### src/rtl/tbds_pkg.sv
`timescale 1ns / 1ps
// ----------------------------------------------------------------------------
// tbds_pkg
// Shared sizes, register indexes and pixel type of the 2x2 tile box
// downsampler.
// ----------------------------------------------------------------------------
package tbds_pkg;

  localparam int TILE_SIZE = 64;
  localparam int HALF_TILE = TILE_SIZE / 2;
  localparam int EVEN_SPAN = 2 * HALF_TILE;

  // Counter and block-column index widths
  localparam int CNT_W = $clog2(TILE_SIZE);
  localparam int BLK_W = (HALF_TILE > 1) ? $clog2(HALF_TILE) : 1;

  localparam int CH_W   = 16;
  localparam int PAIR_W = CH_W + 1;
  localparam int SUM_W  = CH_W + 2;

  localparam int REG_W     = 16;
  localparam int CFG_IDX_W = 1;
  localparam logic [CFG_IDX_W-1:0] REG_SRC_TILE_X = 1'd0;
  localparam logic [CFG_IDX_W-1:0] REG_SRC_TILE_Y = 1'd1;

  localparam int POS_W     = 6;
  localparam int TILE_W    = 15;
  localparam int POS_SUM_W = (CNT_W + 1 > POS_W) ? CNT_W + 1 : POS_W;

  localparam int IN_DATA_W  = 64;
  localparam int OUT_DATA_W = 112;
  localparam int OUT_USED_W = 4 * CH_W + 2 * POS_W + 2 * TILE_W;

  typedef struct packed {
    logic [CH_W-1:0] alpha;
    logic [CH_W-1:0] blue;
    logic [CH_W-1:0] green;
    logic [CH_W-1:0] red;
  } pixel_t;

  typedef struct packed {
    logic [PAIR_W-1:0] alpha;
    logic [PAIR_W-1:0] blue;
    logic [PAIR_W-1:0] green;
    logic [PAIR_W-1:0] red;
  } pair_t;

endpackage

### src/rtl/tile_box_downsample_2x2_core.sv
`timescale 1ns / 1ps
// ----------------------------------------------------------------------------
// tile_box_downsample_2x2_core
// 2x2 box-filter reduction of one square RGBA tile into a destination quadrant.
// ----------------------------------------------------------------------------
// Source pixels of one tile enter in raster order, one per cycle; a result
// is registered from the pixel that closes its 2x2 block and leaves in the
// cycle after it, so the block sustains one pixel per clock while m_tready is
// high. The horizontal pair sums of each even row are kept in a row buffer of
// TILE_SIZE/2 words, read ahead at the even column of the odd row.
// A single output register parts the two sides; s_tready drops only while a
// result waits and m_tready is low. Registers src_tile_x/src_tile_y are
// sampled when each result is formed.
module tile_box_downsample_2x2_core (
  input  logic                                 clk,
  input  logic                                 rst,
  // configuration
  input  logic                                 cfg_we,
  input  logic [tbds_pkg::CFG_IDX_W-1:0]       cfg_index,
  input  logic [tbds_pkg::REG_W-1:0]           cfg_wdata,
  // source pixels
  input  logic                                 s_tvalid,
  output logic                                 s_tready,
  // in_red, in_green, in_blue, in_alpha
  input  logic [tbds_pkg::IN_DATA_W-1:0]       s_tdata,
  // results
  output logic                                 m_tvalid,
  input  logic                                 m_tready,
  // out_red, out_green, out_blue, out_alpha, dest_col, dest_row,
  // dest_tile_x, dest_tile_y, zero pad
  output logic [tbds_pkg::OUT_DATA_W-1:0]      m_tdata,
  // last_of_tile
  output logic                                 m_tlast,
  // quadrant_opaque
  output logic                                 m_tuser
);

  localparam int CNT_W = tbds_pkg::CNT_W;
  localparam int BLK_W = tbds_pkg::BLK_W;

  logic [tbds_pkg::REG_W-1:0] src_tile_x;
  logic [tbds_pkg::REG_W-1:0] src_tile_y;

  logic [CNT_W-1:0]       column_count;
  logic [CNT_W-1:0]       row_count;
  logic [CNT_W-1:0]       column_count_next;
  logic [CNT_W-1:0]       row_count_next;
  tbds_pkg::pixel_t       held_left_pixel;
  tbds_pkg::pair_t        pair_above;
  tbds_pkg::pair_t        pair_mem [tbds_pkg::HALF_TILE];
  logic                   alpha_seen;
  logic                   alpha_seen_next;

  tbds_pkg::pixel_t       px;
  tbds_pkg::pair_t        pair_cur;
  tbds_pkg::pixel_t       mean;
  logic [tbds_pkg::SUM_W-1:0] sum_red, sum_green, sum_blue, sum_alpha;
  logic [CNT_W-1:0]       blk_col;
  logic [CNT_W-1:0]       blk_row;
  logic [BLK_W-1:0]       blk_idx;
  logic [tbds_pkg::POS_SUM_W-1:0] pos_col, pos_row;
  logic                   accept, in_span, col_odd, row_odd;
  logic                   make_result, is_last, opaque;
  logic                   col_end, row_end;

  assign accept   = s_tvalid && s_tready;
  assign s_tready = !m_tvalid || m_tready;
  assign px       = tbds_pkg::pixel_t'(s_tdata);

  assign in_span = ({1'b0, column_count} < (CNT_W+1)'(tbds_pkg::EVEN_SPAN)) &&
                   ({1'b0, row_count} < (CNT_W+1)'(tbds_pkg::EVEN_SPAN));
  assign col_odd = column_count[0];
  assign row_odd = row_count[0];
  assign make_result = accept && in_span && col_odd && row_odd;

  assign blk_col = column_count >> 1;
  assign blk_row = row_count >> 1;
  assign blk_idx = blk_col[BLK_W-1:0];

  always_comb begin
    pair_cur.red   = {1'b0, held_left_pixel.red}   + {1'b0, px.red};
    pair_cur.green = {1'b0, held_left_pixel.green} + {1'b0, px.green};
    pair_cur.blue  = {1'b0, held_left_pixel.blue}  + {1'b0, px.blue};
    pair_cur.alpha = {1'b0, held_left_pixel.alpha} + {1'b0, px.alpha};
    sum_red   = {1'b0, pair_above.red}   + {1'b0, pair_cur.red};
    sum_green = {1'b0, pair_above.green} + {1'b0, pair_cur.green};
    sum_blue  = {1'b0, pair_above.blue}  + {1'b0, pair_cur.blue};
    sum_alpha = {1'b0, pair_above.alpha} + {1'b0, pair_cur.alpha};
    mean.red   = sum_red[tbds_pkg::SUM_W-1:2];
    mean.green = sum_green[tbds_pkg::SUM_W-1:2];
    mean.blue  = sum_blue[tbds_pkg::SUM_W-1:2];
    mean.alpha = sum_alpha[tbds_pkg::SUM_W-1:2];
  end

  assign is_last = (column_count == CNT_W'(tbds_pkg::EVEN_SPAN - 1)) &&
                   (row_count == CNT_W'(tbds_pkg::EVEN_SPAN - 1));
  assign opaque  = is_last && (alpha_seen || (mean.alpha != '0));

  assign pos_col = (src_tile_x[0] ? tbds_pkg::POS_SUM_W'(tbds_pkg::HALF_TILE) : '0) +
                   tbds_pkg::POS_SUM_W'(blk_col);
  assign pos_row = (src_tile_y[0] ? tbds_pkg::POS_SUM_W'(tbds_pkg::HALF_TILE) : '0) +
                   tbds_pkg::POS_SUM_W'(blk_row);

  assign col_end = (column_count == CNT_W'(tbds_pkg::TILE_SIZE - 1));
  assign row_end = (row_count == CNT_W'(tbds_pkg::TILE_SIZE - 1));

  always_comb begin
    column_count_next = column_count;
    row_count_next    = row_count;
    alpha_seen_next   = alpha_seen;
    if (accept) begin
      if (make_result) begin
        if (is_last) begin
          alpha_seen_next = 1'b0;
        end else if (mean.alpha != '0) begin
          alpha_seen_next = 1'b1;
        end
      end
      if (col_end) begin
        column_count_next = '0;
        if (row_end) begin
          row_count_next  = '0;
          alpha_seen_next = 1'b0;
        end else begin
          row_count_next = row_count + 1'b1;
        end
      end else begin
        column_count_next = column_count + 1'b1;
      end
    end
  end

  always_ff @(posedge clk) begin
    if (rst) begin
      src_tile_x <= '0;
      src_tile_y <= '0;
    end else if (cfg_we) begin
      case (cfg_index)
        tbds_pkg::REG_SRC_TILE_X: src_tile_x <= cfg_wdata;
        tbds_pkg::REG_SRC_TILE_Y: src_tile_y <= cfg_wdata;
        default: ;
      endcase
    end
  end

  always_ff @(posedge clk) begin
    if (rst) begin
      column_count    <= '0;
      row_count       <= '0;
      alpha_seen      <= 1'b0;
      held_left_pixel <= '0;
    end else begin
      column_count <= column_count_next;
      row_count    <= row_count_next;
      alpha_seen   <= alpha_seen_next;
      if (accept && in_span && !col_odd) begin
        held_left_pixel <= px;
      end
    end
  end

  // Row buffer: write on the even row, fetch ahead on the odd row's even column
  always_ff @(posedge clk) begin
    if (accept && in_span && col_odd && !row_odd) begin
      pair_mem[blk_idx] <= pair_cur;
    end
    if (accept && in_span && !col_odd && row_odd) begin
      pair_above <= pair_mem[blk_idx];
    end
  end

  always_ff @(posedge clk) begin
    if (rst) begin
      m_tvalid <= 1'b0;
    end else if (s_tready) begin
      m_tvalid <= make_result;
    end
  end

  always_ff @(posedge clk) begin
    if (make_result) begin
      m_tdata <= {(tbds_pkg::OUT_DATA_W - tbds_pkg::OUT_USED_W)'(0),
                  src_tile_y[tbds_pkg::REG_W-1:1],
                  src_tile_x[tbds_pkg::REG_W-1:1],
                  pos_row[tbds_pkg::POS_W-1:0],
                  pos_col[tbds_pkg::POS_W-1:0],
                  mean};
      m_tlast <= is_last;
      m_tuser <= opaque;
    end
  end

`ifndef NO_ASSERTIONS
  a_opaque_only_last: assert property (@(posedge clk) disable iff (rst)
    m_tvalid && m_tuser |-> m_tlast)
    else $error("quadrant_opaque set on a result that does not end the tile");

  a_last_alpha_opaque: assert property (@(posedge clk) disable iff (rst)
    m_tvalid && m_tlast && (m_tdata[63:48] != '0) |-> m_tuser)
    else $error("last result with nonzero alpha not reported opaque");

  a_block_makes_result: assert property (@(posedge clk) disable iff (rst)
    make_result |=> m_tvalid)
    else $error("closing pixel of a 2x2 block produced no result");

  a_counter_in_tile: assert property (@(posedge clk) disable iff (rst)
    {1'b0, column_count} < (CNT_W+1)'(tbds_pkg::TILE_SIZE))
    else $error("column counter left the tile");
`endif

endmodule
### config.mk
export PLATFORM = sky130hd
export DESIGN_NAME = tile_box_downsample_2x2_core
export DESIGN_NICKNAME = d
export VERILOG_FILES = /design/src/rtl/tbds_pkg.sv /design/src/rtl/tile_box_downsample_2x2_core.sv
export SDC_FILE = /design/constraint.sdc
export NUM_CORES = 2
export LEC_CHECK = 0
export BUFFER_PORTS_ARGS = -buffer_cell sky130_fd_sc_hd__buf_2
export CORE_MARGIN = 1.5
export CORE_UTILIZATION = 60
export CTS_CLUSTER_DIAMETER = 30
export DETAILED_ROUTE_END_ITERATION = 12
export PLACE_DENSITY_LB_ADDON = 0.25
export SLEW_MARGIN = 30
export SYNTH_ARGS = -nofsm -noshare
export SYNTH_HDL_FRONTEND = slang
export SYNTH_SLANG_ARGS = --single-unit
export TNS_END_PERCENT = 50
### constraint.sdc
create_clock -name clk -period 8.3 [get_ports clk]
set_input_delay 0.83 -clock clk [delete_from_list [all_inputs] [get_ports clk]]
set_output_delay 0.83 -clock clk [all_outputs]
set_load 0.05 [all_outputs]
==> results by group <==
Synthesis
  – Mapped Cells: 4,647
  – Synth Flop Type: edfxtp_1
  – Post-synthesis cell type count: 65
  – Syn. warnings: 0
  – Asr flop ratio synth: 0%
  – Post-synth EDFFs: 2,352
  – Flops & latches, synth: ~2,500
  – Seq/Total Area, Yosys: 76.5%
  – Mean Syn Cell Area: 20.5 µm²
  – Mapped cell area: ~95,000 µm²

Job
  – Max_cap viols: 0

Final layout
  – Ratio of cells with drive above 1 in the final layout: between 30% and 40%
  – Final Util: about three quarters
  – Top library cells by usage in the layout, fill and taps aside: edfxtp_1 (2,352), mux4_2 (544), clkbuf_16 (457), a22oi_1 (274), nand2_1 (241)
  – Commonest non-fill, non-tap cell in the layout: edfxtp_1
  – Final-stage net count: ~5,400
  – Area growth from synthesis to layout: 21.7%
  – Post-route insts no fill: about 7,700

Global routing
  – Total GRT Usage: about a third
  – Vias in the first global route: 54,200
  – Largest net degree at the start of global routing: 138
  – First-pass GRT wire length: 389,000 µm
  – Initial antenna violation count: 6
  – Total gr overflow: 0

Die
  – Initial Util: 60.3%
  – Die Wd: approximately 400 µm
  – # IOs: 202
  – Rows: 146
  – Die area: about 160,000 µm²
  – Die span in y: approximately 400 µm
  – Core area: about 160,000 µm²

Power
  – Max VDD drop: 257 µV
  – Pwr/cell area: ~300 nW/µm²
  – Leakage power: between 30 and 40 nW
  – Total Power: around 35 mW

Route
  – Final ANT Viol Nets: 0
  – Routed vias: 53,700
  – Avg WL per Cell: ~36 µm
  – Vias per cell: around 7.0
  – DRC Markers: 0
  – Detailed Routing Iterations Pass 1: 6
  – Post-Route WL: ~270,000 µm
  – Initial DRC Count: ~8,400

Clock network
  – Worst skew pair latency: 1.00 ns
  – CTS hold repair buffers: 0
  – CTS Root Cell: clkbuf_16
  – H-Tree Level Count: 5
  – Clk sink count: roughly 2,500
  – CTS tree: built
  – CTS Buf Count: roughly 450
  – CTS-repair resized insts: 0
  – Setup Buffers After CTS: 0
  – Max clock buf depth: 4
  – Reg clk slew, reported paths: 0.05 ns

Worst setup path
  – Critical path endpoint category: register
  – CP cell instances: ha_1 -> a21o_1 -> a21oi_1 -> o21bai_1 -> o31ai_1 -> o21ai_0 -> o41ai_2 -> o21bai_1 -> a21oi_1 -> xnor2_4 -> ha_1 -> o41ai_1 -> o21ai_0 -> or2_2 -> a21o_1
  – CP peak stage delay: between 0.7 and 0.8 ns
  – Setup crit start kind: register
  – CP Max Fanout: 33
  – WP data required: 9.03 ns
  – Crit Path Category: reg2reg
  – Slowest cell on the critical path: o41ai_2
  – Crit path DAT: 6.34 ns

Timing
  – RSZ-0062 raised after global routing: no
  – Fin crit share: slightly below 70%
  – Final setup violating endpoints: 0
  – Max Fclk: 0.178 GHz
  – Fin. Hold Viols: 0
  – Worst hold slack: about 0.11 ns
  – Worst-Margin Slew: 1.14 ns
  – Slew margin rel.: 23.7%
  – Clk_skew: approximately 0.071 ns
  – Max Transition Viols Final: 0
  – Fin crit period: between 5 and 6 ns
  – Total negative slack: 0 ns

Placed design
  – HPWL Detailed: approximately 130,000 µm
  – Cell total after placement: a little under 7,000
  – Final weighted congestion in routability-driven placement: 0.831
  – Buffers added on ports: approximately 200

Run status
  – Run status: completed

Worst hold path
  – Worst hold-check path type: in2reg
Yosys cell counts, types with 12 or more instances:
library cell  number  share of area (%)
mux4_2           544                 13
dfxtp_1          110                2.3
o21ai_0           33               0.17
nor2b_1           18               0.12
a21o_1            20               0.16
xor2_1            33               0.30
buf_1             70               0.28
a21oi_1          165               0.87
clkbuf_1         150               0.59
ha_1             131                1.7
nand2_1          241               0.95
nand2b_1          13              0.085
o21a_1            12              0.095
a22oi_1          274                2.2
nor2_1            99               0.39
xnor2_1           70               0.64
edfxtp_1        2352                 74
nand3_1           34               0.18
a31oi_1           13              0.085
nand4_1           75               0.49
nor3_1            33               0.17
inv_1             21              0.083
metal layers:
layer	global-route usage (%)	up-vias	part of all wire [%]	wire length (µm)
met3	8.18	791	12	33700
met2	54.0	4435	48	133000
met5	0	-	0.014	38
met4	14.6	6	4.4	12000
met1	46.4	27700	35	96600
li1	-	20700	-	-
cell type report:
cell class | count | area (µm²)
tap | 2072 | 2590
clock inverter | 318 | 3750
sequential | 2462 | 72800
inverter | 21 | 83.8
multi-input combinational | 1940 | 22400
fill | 8465 | 42100
antenna | 4 | 10.0
timing repair buffer | 342 | 2530
clock buffer | 495 | 11600
per-stage QoR:
step / area [µm²] / setup slack [ns]
floorplan: 95300 / 1.22
global placement: 99900 / 2.23
detailed placement: 100000 / 2.12
CTS: 116000 / 2.70
global route: 116000 / 2.41
finish: 116000 / 2.69
where the power goes:
group	total [mW]	switching [mW]	leakage, nW	internal (mW)
clock network	18.6	6.35	7.40	12.2
logic	1.80	1.20	8.41	0.601
registers	14.2	0.0298	22.1	14.1
total	34.5	7.58	37.9	26.9
registers in the layout (all words and copies together) (netlist names), 6 cells and up:
name / cells
pair_mem: 2176
m_tdata: 106
pair_above: 68
held_left_pixel: 64
src_tile_x: 16
src_tile_y: 16
column_count: 6
row_count: 6
worst max-delay path: cells and delay by family (launching register included):
family / cells / cell delay [ns]
AOI/OAI and AO/OA: 11 / 3.78
and+or+nand+nor: 1 / 0.35
DFF: 1 / 0.38
xor gates and xnor gates: 1 / 0.30
adders and majority gates: 2 / 0.58
final timing paths:
kind / from / cells after the start / to / slack [ns]
min: s_tdata[16] / 3 / held_left_pixel[16]$_SDFFE_PP0P_ / 0.11
max: held_left_pixel[33]$_SDFFE_PP0P_ / 15 / m_tdata[47]$_DFFE_PP_ / 2.69
max reg2reg: held_left_pixel[33]$_SDFFE_PP0P_ / 15 / m_tdata[47]$_DFFE_PP_ / 2.69
min reg2reg: src_tile_y[5]$_SDFFE_PP0P_ / 0 / m_tdata[95]$_DFFE_PP_ / 0.42
logic make-up after synthesis:
group,share of synthesized area (%)
flops,76.5
compound gates,4.09
simple gates,2.81
mux,12.9
buf+inv,1.01
fa+ha+maj,1.80
xor+xnor,0.947
other cells,0.00394
(Power assumes the default switching activity.)
